===== config.mk =====
export PLATFORM = sky130hd
export DESIGN_NAME = fade_sequencer_pixel_blender_unit_flat
export DESIGN_NICKNAME = d
export VERILOG_FILES = /design/src/fsb_pkg.sv /design/src/fsb_if.sv /design/src/fsb_div.sv /design/src/fade_sequencer_pixel_blender_unit.sv /design/src/flat_wrapper.sv
export VERILOG_INCLUDE_DIRS = /design/src /design/src/src
export SDC_FILE = /design/constraint.sdc
export NUM_CORES = 1
export LEC_CHECK = 0
export BUFFER_PORTS_ARGS = -buffer_cell sky130_fd_sc_hd__clkbuf_2
export CORE_ASPECT_RATIO = 1.1
export CORE_MARGIN = 1.5
export CORE_UTILIZATION = 66
export DETAILED_ROUTE_END_ITERATION = 6
export GPL_TIMING_DRIVEN = 0
export HOLD_SLACK_MARGIN = 0.1
export PLACE_DENSITY_LB_ADDON = 0.15
export RECOVER_POWER = 25
export REMOVE_ABC_BUFFERS = 1
export SLEW_MARGIN = 0
export SYNTH_ARGS = -nofsm -noshare
export SYNTH_HDL_FRONTEND = slang
export SYNTH_SLANG_ARGS = --single-unit

===== constraint.sdc =====
create_clock -name clk_i -period 19.1 [get_ports clk_i]
set_input_delay 2.865 -clock clk_i [delete_from_list [all_inputs] [get_ports clk_i]]
set_output_delay 2.865 -clock clk_i [all_outputs]
set_load 0.05 [all_outputs]

===== src/assert_macros.svh =====
// Assertion helpers included by the blender unit.
// Define NO_ASSERTIONS to compile them out.
`ifndef ASSERT_MACROS_SVH
`define ASSERT_MACROS_SVH

`ifndef NO_ASSERTIONS

// Checked on every rising clock edge, skipped while reset is asserted.
`define FSB_ASSERT(lbl, clk, rstn, prop) \
  lbl: assert property (@(posedge clk) disable iff (!rstn) prop) \
    else $error("fsb: assertion failed");

// Checked on every rising clock edge, reset included.
`define FSB_ASSERT_ALWAYS(lbl, clk, prop) \
  lbl: assert property (@(posedge clk) prop) \
    else $error("fsb: assertion failed");

`else

`define FSB_ASSERT(lbl, clk, rstn, prop)
`define FSB_ASSERT_ALWAYS(lbl, clk, prop)

`endif

`endif


===== src/fsb_pkg.sv =====
`timescale 1ns / 1ps
`default_nettype none

package fsb_pkg;

  localparam int TIME_WIDTH_DEF = 16;
  localparam int DUR_W          = 16;
  localparam int ALPHA_W        = 9;
  localparam int QUOT_W         = 8;
  localparam int WORD_W         = 32;
  localparam int SHIFT_W        = 5;
  localparam int CFG_IDX_W      = 3;
  localparam int CFG_DATA_W     = 24;

  localparam logic [ALPHA_W-1:0] ALPHA_FULL = 9'd256;
  localparam logic [SHIFT_W-1:0] ALPHA_POS  = 5'd24;

  // input transaction modes
  localparam logic [2:0] MODE_TICK     = 3'd0;
  localparam logic [2:0] MODE_USER     = 3'd1;
  localparam logic [2:0] MODE_FADE_IN  = 3'd2;
  localparam logic [2:0] MODE_FADE_OUT = 3'd3;
  localparam logic [2:0] MODE_FRAME    = 3'd4;
  localparam logic [2:0] MODE_PIXEL    = 3'd5;

  // fade phases
  localparam logic [2:0] PH_IN      = 3'd0;
  localparam logic [2:0] PH_VISIBLE = 3'd1;
  localparam logic [2:0] PH_OUT     = 3'd2;
  localparam logic [2:0] PH_WAITING = 3'd3;
  localparam logic [2:0] PH_DONE    = 3'd4;

  // register indexes
  localparam logic [CFG_IDX_W-1:0] REG_DURATION  = 3'd0;
  localparam logic [CFG_IDX_W-1:0] REG_USE_ALPHA = 3'd1;
  localparam logic [CFG_IDX_W-1:0] REG_AUTO_CLOSE = 3'd2;
  localparam logic [CFG_IDX_W-1:0] REG_BACKGROUND = 3'd3;
  localparam logic [CFG_IDX_W-1:0] REG_RED_SHIFT  = 3'd4;
  localparam logic [CFG_IDX_W-1:0] REG_GREEN_SHIFT = 3'd5;
  localparam logic [CFG_IDX_W-1:0] REG_BLUE_SHIFT = 3'd6;

  typedef struct packed {
    logic busy;
    logic done;
  } fsb_div_stat_t;

  // bg + floor((src - bg) * a / 256), low 8 bits
  function automatic logic [7:0] fsb_mix(input logic [7:0] src, input logic [7:0] bg,
                                         input logic [ALPHA_W-1:0] a);
    logic signed [9:0]  diff;
    logic signed [19:0] prod;
    logic [11:0]        frac;
    diff = $signed({2'b00, src}) - $signed({2'b00, bg});
    prod = diff * $signed({1'b0, a});
    frac = prod[19:8];
    return 8'(bg + frac[7:0]);
  endfunction

endpackage

`default_nettype wire


===== src/fsb_if.sv =====
`timescale 1ns / 1ps
`default_nettype none

interface fsb_in_if import fsb_pkg::*; ();
  logic       valid;
  logic       ready;
  logic [2:0] mode;
  logic [7:0] red;
  logic [7:0] green;
  logic [7:0] blue;

  modport source (output valid, mode, red, green, blue, input ready);
  modport sink   (input valid, mode, red, green, blue, output ready);
endinterface

interface fsb_out_if import fsb_pkg::*; ();
  logic               valid;
  logic               ready;
  logic [WORD_W-1:0]  pixel_word;
  logic               pixel_valid;
  logic [ALPHA_W-1:0] alpha_level;
  logic [2:0]         phase_now;
  logic               is_done;
  logic               is_animating;

  modport source (output valid, pixel_word, pixel_valid, alpha_level, phase_now, is_done,
                  is_animating, input ready);
  modport sink   (input valid, pixel_word, pixel_valid, alpha_level, phase_now, is_done,
                  is_animating, output ready);
endinterface

`default_nettype wire


===== src/fsb_div.sv =====
`timescale 1ns / 1ps
`default_nettype none

// Restoring divider: quot = floor(num * 256 / den), num < den required.
// One quotient bit per cycle on a shared compare/subtract.
module fsb_div import fsb_pkg::*; (
  input  wire logic              clk_i,
  input  wire logic              rst_ni,
  input  wire logic              start_i,
  input  wire logic [DUR_W-1:0]  num_i,
  input  wire logic [DUR_W-1:0]  den_i,
  output fsb_div_stat_t          stat_o,
  output logic [QUOT_W-1:0]      quot_o
);

  localparam int CNT_W = $clog2(QUOT_W);

  logic              busy_q;
  logic              done_q;
  logic [CNT_W-1:0]  cnt_q;
  logic [DUR_W-1:0]  rem_q;
  logic [QUOT_W-1:0] quot_q;

  logic [DUR_W:0]    rem2;
  logic              ge;
  logic [DUR_W:0]    diff;

  assign rem2 = {rem_q, 1'b0};
  assign ge   = rem2 >= {1'b0, den_i};
  assign diff = rem2 - {1'b0, den_i};

  always_ff @(posedge clk_i or negedge rst_ni) begin
    if (!rst_ni) begin
      busy_q <= 1'b0;
      done_q <= 1'b0;
      cnt_q  <= '0;
    end else begin
      done_q <= 1'b0;
      if (start_i) begin
        busy_q <= 1'b1;
        cnt_q  <= '0;
      end else if (busy_q) begin
        cnt_q <= cnt_q + 1'b1;
        if (cnt_q == CNT_W'(QUOT_W - 1)) begin
          busy_q <= 1'b0;
          done_q <= 1'b1;
        end
      end
    end
  end

  always_ff @(posedge clk_i) begin
    if (start_i) begin
      rem_q  <= num_i;
      quot_q <= '0;
    end else if (busy_q) begin
      rem_q  <= ge ? diff[DUR_W-1:0] : rem2[DUR_W-1:0];
      quot_q <= {quot_q[QUOT_W-2:0], ge};
    end
  end

  assign stat_o.busy = busy_q;
  assign stat_o.done = done_q;
  assign quot_o      = quot_q;

endmodule

`default_nettype wire


===== src/fade_sequencer_pixel_blender_unit.sv =====
// From accept to result: tick, user, start and frame-start transactions that need no division
// go from idle to the write state; a frame start mid-fade first passes the divide state
// (8-step divider), a pixel the pixel state (four passes through one shared 10x10 multiply-blend
// unit). Input is taken only when idle, so a new transaction waits until the last is written out.
// Reset (async, active low): phase fade in, counter and frame alpha zero, registers at defaults.
`timescale 1ns / 1ps
`default_nettype none
`include "assert_macros.svh"

module fade_sequencer_pixel_blender_unit import fsb_pkg::*; #(
  parameter int TIME_WIDTH = TIME_WIDTH_DEF
) (
  input  wire logic                  clk_i,
  input  wire logic                  rst_ni,
  fsb_in_if.sink                     item_i,
  fsb_out_if.source                  result_o,
  input  wire logic                  cfg_we_i,
  input  wire logic [CFG_IDX_W-1:0]  cfg_idx_i,
  input  wire logic [CFG_DATA_W-1:0] cfg_wdata_i
);

  // elapsed and duration are compared at the wider of the two
  localparam int CMP_W = (TIME_WIDTH > DUR_W) ? TIME_WIDTH : DUR_W;

  // sequencer states
  localparam logic [1:0] ST_IDLE  = 2'd0;
  localparam logic [1:0] ST_DIV   = 2'd1;
  localparam logic [1:0] ST_PIX   = 2'd2;
  localparam logic [1:0] ST_WRITE = 2'd3;

  // ---------------- configuration registers ----------------
  logic [DUR_W-1:0]   dur_q;
  logic               use_alpha_q;
  logic               auto_close_q;
  logic [23:0]        bg_q;
  logic [SHIFT_W-1:0] red_sh_q;
  logic [SHIFT_W-1:0] green_sh_q;
  logic [SHIFT_W-1:0] blue_sh_q;

  always_ff @(posedge clk_i or negedge rst_ni) begin
    if (!rst_ni) begin
      dur_q        <= 16'd500;
      use_alpha_q  <= 1'b1;
      auto_close_q <= 1'b0;
      bg_q         <= '0;
      red_sh_q     <= 5'd16;
      green_sh_q   <= 5'd8;
      blue_sh_q    <= 5'd0;
    end else if (cfg_we_i) begin
      case (cfg_idx_i)
        REG_DURATION:    dur_q        <= cfg_wdata_i[DUR_W-1:0];
        REG_USE_ALPHA:   use_alpha_q  <= cfg_wdata_i[0];
        REG_AUTO_CLOSE:  auto_close_q <= cfg_wdata_i[0];
        REG_BACKGROUND:  bg_q         <= cfg_wdata_i[23:0];
        REG_RED_SHIFT:   red_sh_q     <= cfg_wdata_i[SHIFT_W-1:0];
        REG_GREEN_SHIFT: green_sh_q   <= cfg_wdata_i[SHIFT_W-1:0];
        REG_BLUE_SHIFT:  blue_sh_q    <= cfg_wdata_i[SHIFT_W-1:0];
        default: ;
      endcase
    end
  end

  // ---------------- control and state ----------------
  logic [1:0]            state_q;
  logic [2:0]            phase_q;
  logic [TIME_WIDTH-1:0] elapsed_q;
  logic [ALPHA_W-1:0]    alpha_q;
  logic [1:0]            ch_q;        // 0 alpha, 1 red, 2 green, 3 blue
  logic                  pix_valid_q;
  logic [WORD_W-1:0]     word_q;
  logic [7:0]            src_r_q;
  logic [7:0]            src_g_q;
  logic [7:0]            src_b_q;

  // output register
  logic                  ovalid_q;
  logic [WORD_W-1:0]     o_word_q;
  logic                  o_pix_valid_q;
  logic [ALPHA_W-1:0]    o_alpha_q;
  logic [2:0]            o_phase_q;

  logic accept;
  logic fade_phase;
  logic fade_over;
  logic div_start;
  logic out_free;

  fsb_div_stat_t     div_stat;
  logic [QUOT_W-1:0] div_quot;

  assign item_i.ready = (state_q == ST_IDLE);
  assign accept       = item_i.valid && item_i.ready;
  assign fade_phase   = (phase_q == PH_IN) || (phase_q == PH_OUT);
  assign fade_over    = CMP_W'(elapsed_q) >= CMP_W'(dur_q);
  assign div_start    = accept && (item_i.mode == MODE_FRAME) && fade_phase && !fade_over;
  assign out_free     = !ovalid_q || result_o.ready;

  // elapsed < duration here, so it fits the divider's numerator
  fsb_div u_div (
    .clk_i   (clk_i),
    .rst_ni  (rst_ni),
    .start_i (div_start),
    .num_i   (DUR_W'(CMP_W'(elapsed_q))),
    .den_i   (dur_q),
    .stat_o  (div_stat),
    .quot_o  (div_quot)
  );

  // ---------------- shared blend unit ----------------
  // Premultiply is a blend toward a black backdrop; the 8-bit alpha is 255 blended the same way.
  logic [7:0]         mix_src;
  logic [7:0]         mix_bg;
  logic [SHIFT_W-1:0] mix_sh;
  logic               mix_en;
  logic [7:0]         mix_val;
  logic [WORD_W-1:0]  mix_placed;

  always_comb begin
    mix_src = 8'hFF;
    mix_bg  = 8'h00;
    mix_sh  = ALPHA_POS;
    mix_en  = use_alpha_q;
    case (ch_q)
      2'd1: begin
        mix_src = src_r_q;
        mix_bg  = use_alpha_q ? 8'h00 : bg_q[23:16];
        mix_sh  = red_sh_q;
        mix_en  = 1'b1;
      end
      2'd2: begin
        mix_src = src_g_q;
        mix_bg  = use_alpha_q ? 8'h00 : bg_q[15:8];
        mix_sh  = green_sh_q;
        mix_en  = 1'b1;
      end
      2'd3: begin
        mix_src = src_b_q;
        mix_bg  = use_alpha_q ? 8'h00 : bg_q[7:0];
        mix_sh  = blue_sh_q;
        mix_en  = 1'b1;
      end
      default: ;
    endcase
  end

  assign mix_val    = fsb_mix(mix_src, mix_bg, alpha_q);
  // bits pushed above the word's top are dropped
  assign mix_placed = WORD_W'(mix_val) << mix_sh;

  // ---------------- sequencer ----------------
  always_ff @(posedge clk_i or negedge rst_ni) begin
    if (!rst_ni) begin
      state_q     <= ST_IDLE;
      phase_q     <= PH_IN;
      elapsed_q   <= '0;
      alpha_q     <= '0;
      ch_q        <= '0;
      pix_valid_q <= 1'b0;
    end else begin
      case (state_q)
        ST_IDLE: begin
          if (accept) begin
            pix_valid_q <= (item_i.mode == MODE_PIXEL);
            state_q     <= ST_WRITE;
            case (item_i.mode)
              MODE_TICK: begin
                if (elapsed_q != '1) elapsed_q <= elapsed_q + 1'b1;
              end
              MODE_USER: begin
                if (phase_q == PH_VISIBLE) begin
                  phase_q   <= PH_OUT;
                  elapsed_q <= '0;
                end else if (phase_q == PH_WAITING) begin
                  phase_q <= PH_DONE;
                end
              end
              MODE_FADE_IN: begin
                phase_q   <= PH_IN;
                elapsed_q <= '0;
              end
              MODE_FADE_OUT: begin
                phase_q   <= PH_OUT;
                elapsed_q <= '0;
              end
              MODE_FRAME: begin
                if (div_start) begin
                  state_q <= ST_DIV;
                end else if (phase_q == PH_IN) begin
                  // fade in finished (or zero duration)
                  phase_q <= PH_VISIBLE;
                  alpha_q <= ALPHA_FULL;
                end else if (phase_q == PH_VISIBLE) begin
                  alpha_q <= ALPHA_FULL;
                end else if (phase_q == PH_OUT) begin
                  phase_q <= auto_close_q ? PH_DONE : PH_WAITING;
                  alpha_q <= '0;
                end else begin
                  alpha_q <= '0;
                end
              end
              MODE_PIXEL: begin
                ch_q    <= '0;
                state_q <= ST_PIX;
              end
              default: ;
            endcase
          end
        end
        ST_DIV: begin
          if (div_stat.done) begin
            alpha_q <= (phase_q == PH_IN) ? {1'b0, div_quot}
                                          : ALPHA_FULL - {1'b0, div_quot};
            state_q <= ST_WRITE;
          end
        end
        ST_PIX: begin
          ch_q <= ch_q + 1'b1;
          if (ch_q == 2'd3) state_q <= ST_WRITE;
        end
        ST_WRITE: begin
          if (out_free) state_q <= ST_IDLE;
        end
        default: state_q <= ST_IDLE;
      endcase
    end
  end

  // pixel datapath
  always_ff @(posedge clk_i) begin
    if (accept) begin
      word_q  <= '0;
      src_r_q <= item_i.red;
      src_g_q <= item_i.green;
      src_b_q <= item_i.blue;
    end else if (state_q == ST_PIX && mix_en) begin
      word_q <= word_q | mix_placed;   // overlapping channels OR together
    end
  end

  // ---------------- output register ----------------
  always_ff @(posedge clk_i or negedge rst_ni) begin
    if (!rst_ni) begin
      ovalid_q <= 1'b0;
    end else if (state_q == ST_WRITE && out_free) begin
      ovalid_q <= 1'b1;
    end else if (result_o.ready) begin
      ovalid_q <= 1'b0;
    end
  end

  always_ff @(posedge clk_i) begin
    if (state_q == ST_WRITE && out_free) begin
      o_word_q      <= word_q;
      o_pix_valid_q <= pix_valid_q;
      o_alpha_q     <= alpha_q;
      o_phase_q     <= phase_q;
    end
  end

  assign result_o.valid        = ovalid_q;
  assign result_o.pixel_word   = o_word_q;
  assign result_o.pixel_valid  = o_pix_valid_q;
  assign result_o.alpha_level  = o_alpha_q;
  assign result_o.phase_now    = o_phase_q;
  assign result_o.is_done      = (o_phase_q == PH_DONE);
  assign result_o.is_animating = (o_phase_q == PH_IN) || (o_phase_q == PH_OUT);

  // ---------------- assertions ----------------
  `FSB_ASSERT(a_alpha_range, clk_i, rst_ni, alpha_q <= ALPHA_FULL)
  `FSB_ASSERT(a_phase_range, clk_i, rst_ni, phase_q <= PH_DONE)
  `FSB_ASSERT(a_idle_div_quiet, clk_i, rst_ni, (state_q == ST_IDLE) |-> !div_stat.busy)
  `FSB_ASSERT(a_div_only_in_div, clk_i, rst_ni, div_stat.done |-> (state_q == ST_DIV))
  `FSB_ASSERT(a_pixel_starts, clk_i, rst_ni, (accept && item_i.mode == MODE_PIXEL) |=> (state_q == ST_PIX))

endmodule

`default_nettype wire

===== src/flat_wrapper.sv =====
// flat-port wrapper written by rule: the top's interface ports become plain ports
module fade_sequencer_pixel_blender_unit_flat import fsb_pkg::*;
#(
  parameter int TIME_WIDTH = TIME_WIDTH_DEF
)
  (clk_i, rst_ni, cfg_we_i, cfg_idx_i, cfg_wdata_i, item_i_valid, item_i_mode, item_i_red, item_i_green, item_i_blue, item_i_ready, result_o_valid, result_o_pixel_word, result_o_pixel_valid, result_o_alpha_level, result_o_phase_now, result_o_is_done, result_o_is_animating, result_o_ready);
  fsb_in_if item_i_i ();
  fsb_out_if result_o_i ();
  input  wire logic clk_i;
  input  wire logic rst_ni;
  input  wire logic cfg_we_i;
  input  wire logic [CFG_IDX_W-1:0] cfg_idx_i;
  input  wire logic [CFG_DATA_W-1:0] cfg_wdata_i;
  input wire logic [$bits(item_i_i.valid)-1:0] item_i_valid;
  input wire logic [$bits(item_i_i.mode)-1:0] item_i_mode;
  input wire logic [$bits(item_i_i.red)-1:0] item_i_red;
  input wire logic [$bits(item_i_i.green)-1:0] item_i_green;
  input wire logic [$bits(item_i_i.blue)-1:0] item_i_blue;
  output wire logic [$bits(item_i_i.ready)-1:0] item_i_ready;
  output wire logic [$bits(result_o_i.valid)-1:0] result_o_valid;
  output wire logic [$bits(result_o_i.pixel_word)-1:0] result_o_pixel_word;
  output wire logic [$bits(result_o_i.pixel_valid)-1:0] result_o_pixel_valid;
  output wire logic [$bits(result_o_i.alpha_level)-1:0] result_o_alpha_level;
  output wire logic [$bits(result_o_i.phase_now)-1:0] result_o_phase_now;
  output wire logic [$bits(result_o_i.is_done)-1:0] result_o_is_done;
  output wire logic [$bits(result_o_i.is_animating)-1:0] result_o_is_animating;
  input wire logic [$bits(result_o_i.ready)-1:0] result_o_ready;
  assign item_i_i.valid = item_i_valid;
  assign item_i_i.mode = item_i_mode;
  assign item_i_i.red = item_i_red;
  assign item_i_i.green = item_i_green;
  assign item_i_i.blue = item_i_blue;
  assign item_i_ready = item_i_i.ready;
  assign result_o_valid = result_o_i.valid;
  assign result_o_pixel_word = result_o_i.pixel_word;
  assign result_o_pixel_valid = result_o_i.pixel_valid;
  assign result_o_alpha_level = result_o_i.alpha_level;
  assign result_o_phase_now = result_o_i.phase_now;
  assign result_o_is_done = result_o_i.is_done;
  assign result_o_is_animating = result_o_i.is_animating;
  assign result_o_i.ready = result_o_ready;
  fade_sequencer_pixel_blender_unit #(.TIME_WIDTH(TIME_WIDTH)) u_core (.clk_i(clk_i), .rst_ni(rst_ni), .item_i(item_i_i), .result_o(result_o_i), .cfg_we_i(cfg_we_i), .cfg_idx_i(cfg_idx_i), .cfg_wdata_i(cfg_wdata_i));
endmodule

==> metrics, run 1 <==
htree depth=1; die span in x=140.2 microns; TritonCTS buffer count=23; RD Place Congestion=0.8771; Multi-input gate area=7336 sq um; I/O pin count=108; # resized after CTS=0; Slew HR=-82.34%; crit path time final=10.92 ns; prevailing post-synth register cell=dfrtp_1; area taken by flip-flops and latches=5767 sq um; Tightest Pin Transition=2.735 ns; final core utilization=74.37%; largest net degree at the start of global routing=50; Final period util=57.19%; cts hold-fix bufs=0; largest cells by area after synthesis=edfxtp_1, dfrtp_1, ha_1, fa_1, dfxtp_1; FILL cells=1432; Achievable Freq=91.55 MHz; die height=153.9 microns; Synth area leader=edfxtp_1; Post-synth EDFFs=85; Final Hold Vio Count=0; share of the yosys chip area belonging to registers=42.21%; Final Max Tran Viols=48; Post-synth top cells=nand2_1, inv_1, nor2_1; clk sinks=221; Total Routing Usage GR=29.48%; failing checks=max-capacitance violations, max-slew violations; WL per Instance=18.23 microns; setup TNS=0 ns; CTS tree=done; Async S/R FF share, synth=43.44%; Worst setup EP type=flop; Min Hold Slack=0.4292 ns; most frequent CP cell=fa_1; drc violations=0; clk_lat worst skew=0.52 ns; clk root buf=clkbuf_16; Starting DRT DRC Count=549; Area after DPL=14460 sq um; top-count cell post-synth=nand2_1; std cell rows=55; mean post-synth cell area=10.23 sq um; area fraction of the dominant cell type after synthesis=18.68%; Worst path max stage delay=0.73 ns; #FFs+latches synth=221; worst hold stages=0; Vias=10270; startpoint types=flop; I/O Buffers=107; fin nets=1642; Worst EP arrival=11.34 ns; Area growth syn-to-layout=11.26%; Routed Antenna Nets=0; synthesized cell area=13660 sq um; postcts setup bufs=0; Critical Path Fanout Max=17; Netlist cell types=73; Post-Route WL=31130 microns; unrepaired setup endpoints after global routing=no; full die area=21570 sq um; global-route wire length before repair=50830 microns; Vias/cell=6.016; placeable core area=20440 sq um; antenna diode count=0; Final Cell Area=15200 sq um; CTS clk-pin slew, worst paths=0.06 ns; Max Root-Sink Buffers=3; Synth Instances=1336; vias in the first global route=10239; initial core utilization=66.84%; HP Class=reg2reg; Worst R2R Path Depth=39; initial antenna violation count=0; DP HPWL=23200 microns; total congestion overflow=0; Worst Skew=0.01174 ns; outcome=finished, violations left; # setup viols final=0; drt first pass iters=5; Crit path required time=19.52 ns; layout cell share with drive strength beyond 1=15.37%; max cap viols=1; synth warn=0; WS Path Type=reg2reg; CP max-delay cell=xnor2_1
## worst paths after layout
path	start	endpoint	slack, ns
worst max-delay path	u_core.ch_q[0]	u_core.word_q[27]	8.18
worst min-delay path	u_core.word_q[4]	u_core.result_o.pixel_word[4]	0.43
worst max register to register	u_core.ch_q[0]	u_core.word_q[27]	8.18
worst min register to register	u_core.word_q[4]	u_core.result_o.pixel_word[4]	0.43
max in group asynchronous	rst_ni	u_core.elapsed_q[10]	14.33
min in group asynchronous	rst_ni	u_core.u_div.cnt_q[0]	3.22
## state kept, by name (all words and copies together), names as in the netlist, 2 cells and up
| signal | count |
|---|---|
| u_core.result_o.pixel_word | 32 |
| u_core.word_q | 32 |
| u_core.bg_q | 24 |
| u_core.dur_q | 16 |
| u_core.elapsed_q | 16 |
| u_core.u_div.rem_q | 16 |
| u_core.alpha_q | 9 |
| u_core.result_o.alpha_level | 9 |
| u_core.src_b_q | 8 |
| u_core.src_g_q | 8 |
| u_core.src_r_q | 8 |
| u_core.u_div.quot_o | 8 |
| u_core.blue_sh_q | 5 |
| u_core.green_sh_q | 5 |
| u_core.red_sh_q | 5 |
| u_core.phase_q | 3 |
| u_core.result_o.phase_now | 3 |
| u_core.u_div.cnt_q | 3 |
| u_core.ch_q | 2 |
| u_core.state_q | 2 |
## logic make-up after synthesis
| family | synth area share, % |
|---|---|
| and+or+nand+nor | 14.70 |
| AOI/OAI and AO/OA | 12.84 |
| DFF | 42.21 |
| buffers and inverters | 4.231 |
| adders and majority gates | 16.50 |
| muxes | 6.072 |
| xor gates and xnor gates | 3.444 |
## routing by layer
metal | global-route usage, % | vias up | wire length (microns)
met2 | 51.70 | 302 | 15560
li1 | - | 4880 | -
met4 | 12.43 | 0 | 1311
met5 | 0 | - | 0
met3 | 3.675 | 81 | 1474
met1 | 36.97 | 5007 | 12780
## placed cells by master, fill, tap and decap left out, types with 8 or more instances in the layout
cell       Yosys  routed
inv_1        110     109
ha_1          97      97
fa_1          52      52
dfstp_2        9       9
nand4_1       12      12
dfrtp_1       87      87
nor2b_1       15      15
o21a_1        15      15
nor3_1        19      18
o31ai_1       12      12
a31oi_1        9       9
nand2b_1      21      21
edfxtp_1      85      85
dfxtp_1       40      40
nor2_1        98      98
clkbuf_16      0      23
o21ai_1       17      17
and2_1        42      41
o22ai_1        9       9
a21oi_1       84      84
a22oi_1       10      10
mux2i_1       30      30
xnor2_1       34      34
nand3_1       25      25
a211oi_1      14      13
xor2_1        10      10
o21ai_0       39      39
clkbuf_2       0     101
a31o_2         8       8
mux2_2        47      47
nor3b_1        8       8
a21o_1        18      18
nand2_1      137     137
## per-stage QoR
stage	instances	setup WS (ns)
4_1_cts	1706	8.257
3_3_place_gp	1659	8.530
3_5_place_dp	1664	8.311
2_1_floorplan	1296	10.02
5_1_grt	1707	7.456
6_report	1707	8.177
## final cells by class
type,count,share of cell area [%]
Clock inverter,13,0.4692
Inverter,110,2.716
Timing Repair Buffer,113,4.239
Clock buffer,29,4.264
Multi-Input combinational cell,965,48.26
Tap cell,256,2.107
Sequential cell,221,37.94
## critical path, delay by kind of cell (launching register included)
family / cells / cell delay, ns
adder cells (fa/ha/maj): 10 / 4.48
AO/OA/AOI/OAI: 10 / 2.24
XOR/XNOR: 4 / 1.63
AND/OR/NAND/NOR: 10 / 1.59
flip-flops: 1 / 0.43
buffers and inverters: 5 / 0.42
Power of run 1 is not shown: default switching activity piles up to over one toggle a cycle in this logic, so the estimate is an artifact.
==> run 2: changes to the inputs <==
Settings changed: CORE_UTILIZATION 66 to 55.
Clock period 19.1 ns to 9.8 ns, I/O delays scaled along.
==> metrics, run 2 (synthesis results as in run 1) <==
HP Class=reg2reg; TritonCTS buffer count=24; Worst setup EP type=flop; total congestion overflow=0; Worst path max stage delay=0.55 ns; layout cell share with drive strength beyond 1=18.42%; outcome=finished, violations left; Worst Skew=0.01431 ns; antenna diode count=0; Area growth syn-to-layout=14.34%; std cell rows=60; initial antenna violation count=0; placeable core area=24400 sq um; Final Max Tran Viols=99; # setup viols final=0; vias in the first global route=9895; global-route wire length before repair=51970 microns; Worst EP arrival=9.87 ns; WS Path Type=reg2reg; full die area=25800 sq um; die span in x=153.3 microns; RD Place Congestion=0.9269; Achievable Freq=106.4 MHz; startpoint types=flop; Worst Path Buf+Inv=6; Critical Path Fanout Max=8; Tightest Pin Transition=3.335 ns; setup ws final=0.4000 ns; CP max-delay cell=fa_1; R2R Setup Slk=0.40 ns; initial core utilization=55.99%; max cap viols=2; Max Root-Sink Buffers=3; DP HPWL=24130 microns; fin nets=1656; clk_lat worst skew=0.53 ns; Slew HR=-122.3%; I/O pin count=108; commonest non-fill, non-tap cell in the layout=nand2_1; CTS tree=done; Vias/cell=5.744; drc violations=7; Final period util=95.92%; clk root buf=clkbuf_16; clk sinks=221; drt first pass iters=7; Total Routing Usage GR=25.22%; htree depth=1; Starting DRT DRC Count=588; crit path time final=9.400 ns; largest net degree at the start of global routing=64; die height=168.3 microns; Final Hold Vio Count=0; Post-Route WL=32640 microns; failing checks=design-rule violations, max-capacitance violations, max-slew violations; Vias=10201; post-place setup slack=-0.9724 ns; Routed Antenna Nets=0; I/O Buffers=107; most frequent cells in the layout=nand2_1, inv_1, clkbuf_2; CTS clk-pin slew, worst paths=0.06 ns; WL per Instance=18.38 microns; Crit path required time=10.27 ns; delay-heaviest family, CP=adder cells
==> run 2: cell types whose count changed in the layout (fill, tap and decap cells not counted), moves of 4 or more <==
| cell | delta |
|---|---|
| buf_4 | +11 |
| ha_1 | -6 |
| clkinv_1 | -4 |
| ha_4 | +5 |
==> run 2: final cells by class <==
class	count	area (sq um)
fillers	2010	8777
inverters	110	416.7
repair buffers	126	733.2
clock inverters	13	105.1
multi-input cells	965	7552
well taps	310	387.9
clock buffers	31	656.9
flip-flops and latches	221	5769
==> run 2: final timing paths <==
kind                                        from                            end  depth (start not counted)
worst min register to register  u_core.word_q[7]  u_core.result_o.pixel_word[7]                          0
worst max register to register    u_core.ch_q[0]               u_core.word_q[8]                         37
worst max-delay path              u_core.ch_q[0]               u_core.word_q[8]                         37
max in group asynchronous                 rst_ni                 u_core.ch_q[0]                          2
worst min-delay path            u_core.word_q[7]  u_core.result_o.pixel_word[7]                          0
min in group asynchronous                 rst_ni          u_core.u_div.cnt_q[2]                          1
==> run 2: worst reg2reg max path, delay by kind of cell (launching register included) <==
family                   cells  cell delay, ns
adder cells (fa/ha/maj)      9            3.76
AO/OA/AOI/OAI               12            2.47
AND/OR/NAND/NOR              9            2.02
buffers and inverters        6            0.57
flip-flops                   1            0.41
XOR/XNOR                     1            0.09
==> run 2: routing by layer <==
layer | share of wire [%] | track usage, % | wire, microns | vias up
li1 | - | - | - | 4911
met1 | 42 | 32.54 | 13850 | 5028
met2 | 52 | 46.07 | 16900 | 232
met3 | 4.3 | 2.703 | 1393 | 30
met4 | 1.5 | 4.817 | 492 | 0
met5 | 0 | 0 | 0 | -
==> run 2: stage by stage <==
| step | cells | setup TNS (ns) | hold slack (ns) | instance area, sq um | util [%] |
|---|---|---|---|---|---|
| 2_1_floorplan | 1296 | 0 | 0.4081 | 13500 | - |
| 3_3_place_gp | 1713 | -19.60 | 0.4159 | 14420 | 59.10 |
| 3_5_place_dp | 1719 | -21.32 | 0.4159 | 14550 | 59.64 |
| 4_1_cts | 1765 | 0 | 0.4313 | 15420 | 63.22 |
| 5_1_grt | 1776 | -0.7238 | 0.4376 | 15620 | 64.03 |
| 6_report | 1776 | 0 | 0.4303 | 15620 | 64.03 |
==> run 2: what timing repair did <==
action,in CTS,in global routing
resized for setup,21,19
hold buffers,0,0
setup endpoints to repair,28,28
pin swaps,3,8
setup buffers,2,10
Power of run 2 is left out for the same reason.
==> run 3: changes to the inputs <==
Settings changed: RECOVER_POWER 25 to unset.
==> metrics, run 3 (synthesis results as in run 1) <==
Min Hold Slack=0.4302 ns; initial core utilization=55.99%; Area growth syn-to-layout=14.57%; worst hold stages=0; most frequent cells in the layout=nand2_1, inv_1, clkbuf_2; # setup viols final=0; clk_lat worst skew=0.53 ns; Achievable Freq=106.1 MHz; Routed Antenna Nets=0; Worst R2R Path Depth=37; commonest non-fill, non-tap cell in the layout=nand2_1; I/O Buffers=107; htree depth=1; Slew HR=12.08%; FF-to-FF End=u_core.word_q[24]; Starting DRT DRC Count=585; RD Place Congestion=0.9269; largest net degree at the start of global routing=64; Critical Path Fanout Max=8; vias in the first global route=9895; max cap viols=0; Tightest Pin Transition=1.309 ns; failing checks=design-rule violations; CP max-delay cell=fa_1; Area after DPL=14550 sq um; Max Root-Sink Buffers=3; TritonCTS buffer count=24; Worst setup EP type=flop; crit path time final=9.428 ns; Worst EP arrival=9.90 ns; std cell rows=60; hold_sp=u_core.word_q[7]; Vias/cell=5.775; cts hold-fix bufs=0; placeable core area=24400 sq um; clk sinks=221; Post-Route WL=32700 microns; full die area=25800 sq um; Final Hold Vio Count=0; CTS tree=done; HP Class=reg2reg; Final Cell Area=15650 sq um; antenna diode count=0; fin nets=1656; Final Max Tran Viols=0; die height=168.3 microns; startpoint types=flop; initial antenna violation count=0; drc violations=7; die span in x=153.3 microns; total congestion overflow=0; Crit path required time=10.27 ns; Final period util=96.20%; Total Routing Usage GR=25.22%; Vias=10256; CTS clk-pin slew, worst paths=0.06 ns; Worst Skew=0.01330 ns; global-route wire length before repair=51970 microns; clk root buf=clkbuf_16; outcome=finished, violations left; Worst path max stage delay=0.55 ns; WL per Instance=18.41 microns; Hold Path End=u_core.result_o.pixel_word[7]; layout cell share with drive strength beyond 1=18.76%; worst reg2reg path startpoint=u_core.ch_q[0]; R2R Setup Slk=0.37 ns; I/O pin count=108; drt first pass iters=7; WS Path Type=reg2reg; DP HPWL=24130 microns
run 3: worst max-delay path by stage:
stage               cells past startpoint      startpoint                 to
global placement                       37  u_core.ch_q[0]   u_core.word_q[8]
floorplan                              38  u_core.ch_q[0]  u_core.word_q[16]
global route                           37  u_core.ch_q[0]  u_core.word_q[24]
detailed placement                     38  u_core.ch_q[0]   u_core.word_q[8]
finish                                 37  u_core.ch_q[0]  u_core.word_q[24]
CTS                                    38  u_core.ch_q[0]   u_core.word_q[8]
run 3: repair_timing:
item                                    4_1_cts  5_1_grt
resized for setup                            21       19
endpoints found under the setup margin       28       28
setup buffers                                 2       10
pin swaps                                     3        8
run 3: layout make-up:
type                    instances  area [sq um]
clock inverters                13         105.1
clock buffers                  31         656.9
flip-flops and latches        221          5769
repair buffers                126         764.5
fillers                      2003          8746
well taps                     310         387.9
multi-input cells             965          7552
inverters                     110         416.7
run 3: metal layers:
layer  vias up  track usage, %  routed length (microns)
li1       4917               -                        -
met1      5080           32.54                    14030
met2       233           46.07                    16930
met3        26           2.703                     1298
met4         0           4.817                      447
met5         -               0                        0
run 3: worst max-delay path, delay by kind of cell, from the launching register on:
kind	cells	cell delay, ns
xor+xnor	1	0.09
flops	1	0.41
simple gates	9	2.03
fa+ha+maj	9	3.76
compound gates	12	2.51
buf+inv	6	0.57
run 3: metrics by stage:
step | instances | setup TNS [ns] | worst slack, ns | utilization, %
finish | 1776 | 0 | 0.3722 | 64.15
global route | 1776 | -0.7238 | -0.1169 | 64.15
CTS | 1765 | 0 | 0.04488 | 63.22
detailed placement | 1719 | -21.32 | -0.9724 | 59.64
global placement | 1713 | -19.60 | -0.8879 | 59.10
floorplan | 1296 | 0 | 0.7157 | -
Power of run 3 is left out for the same reason.
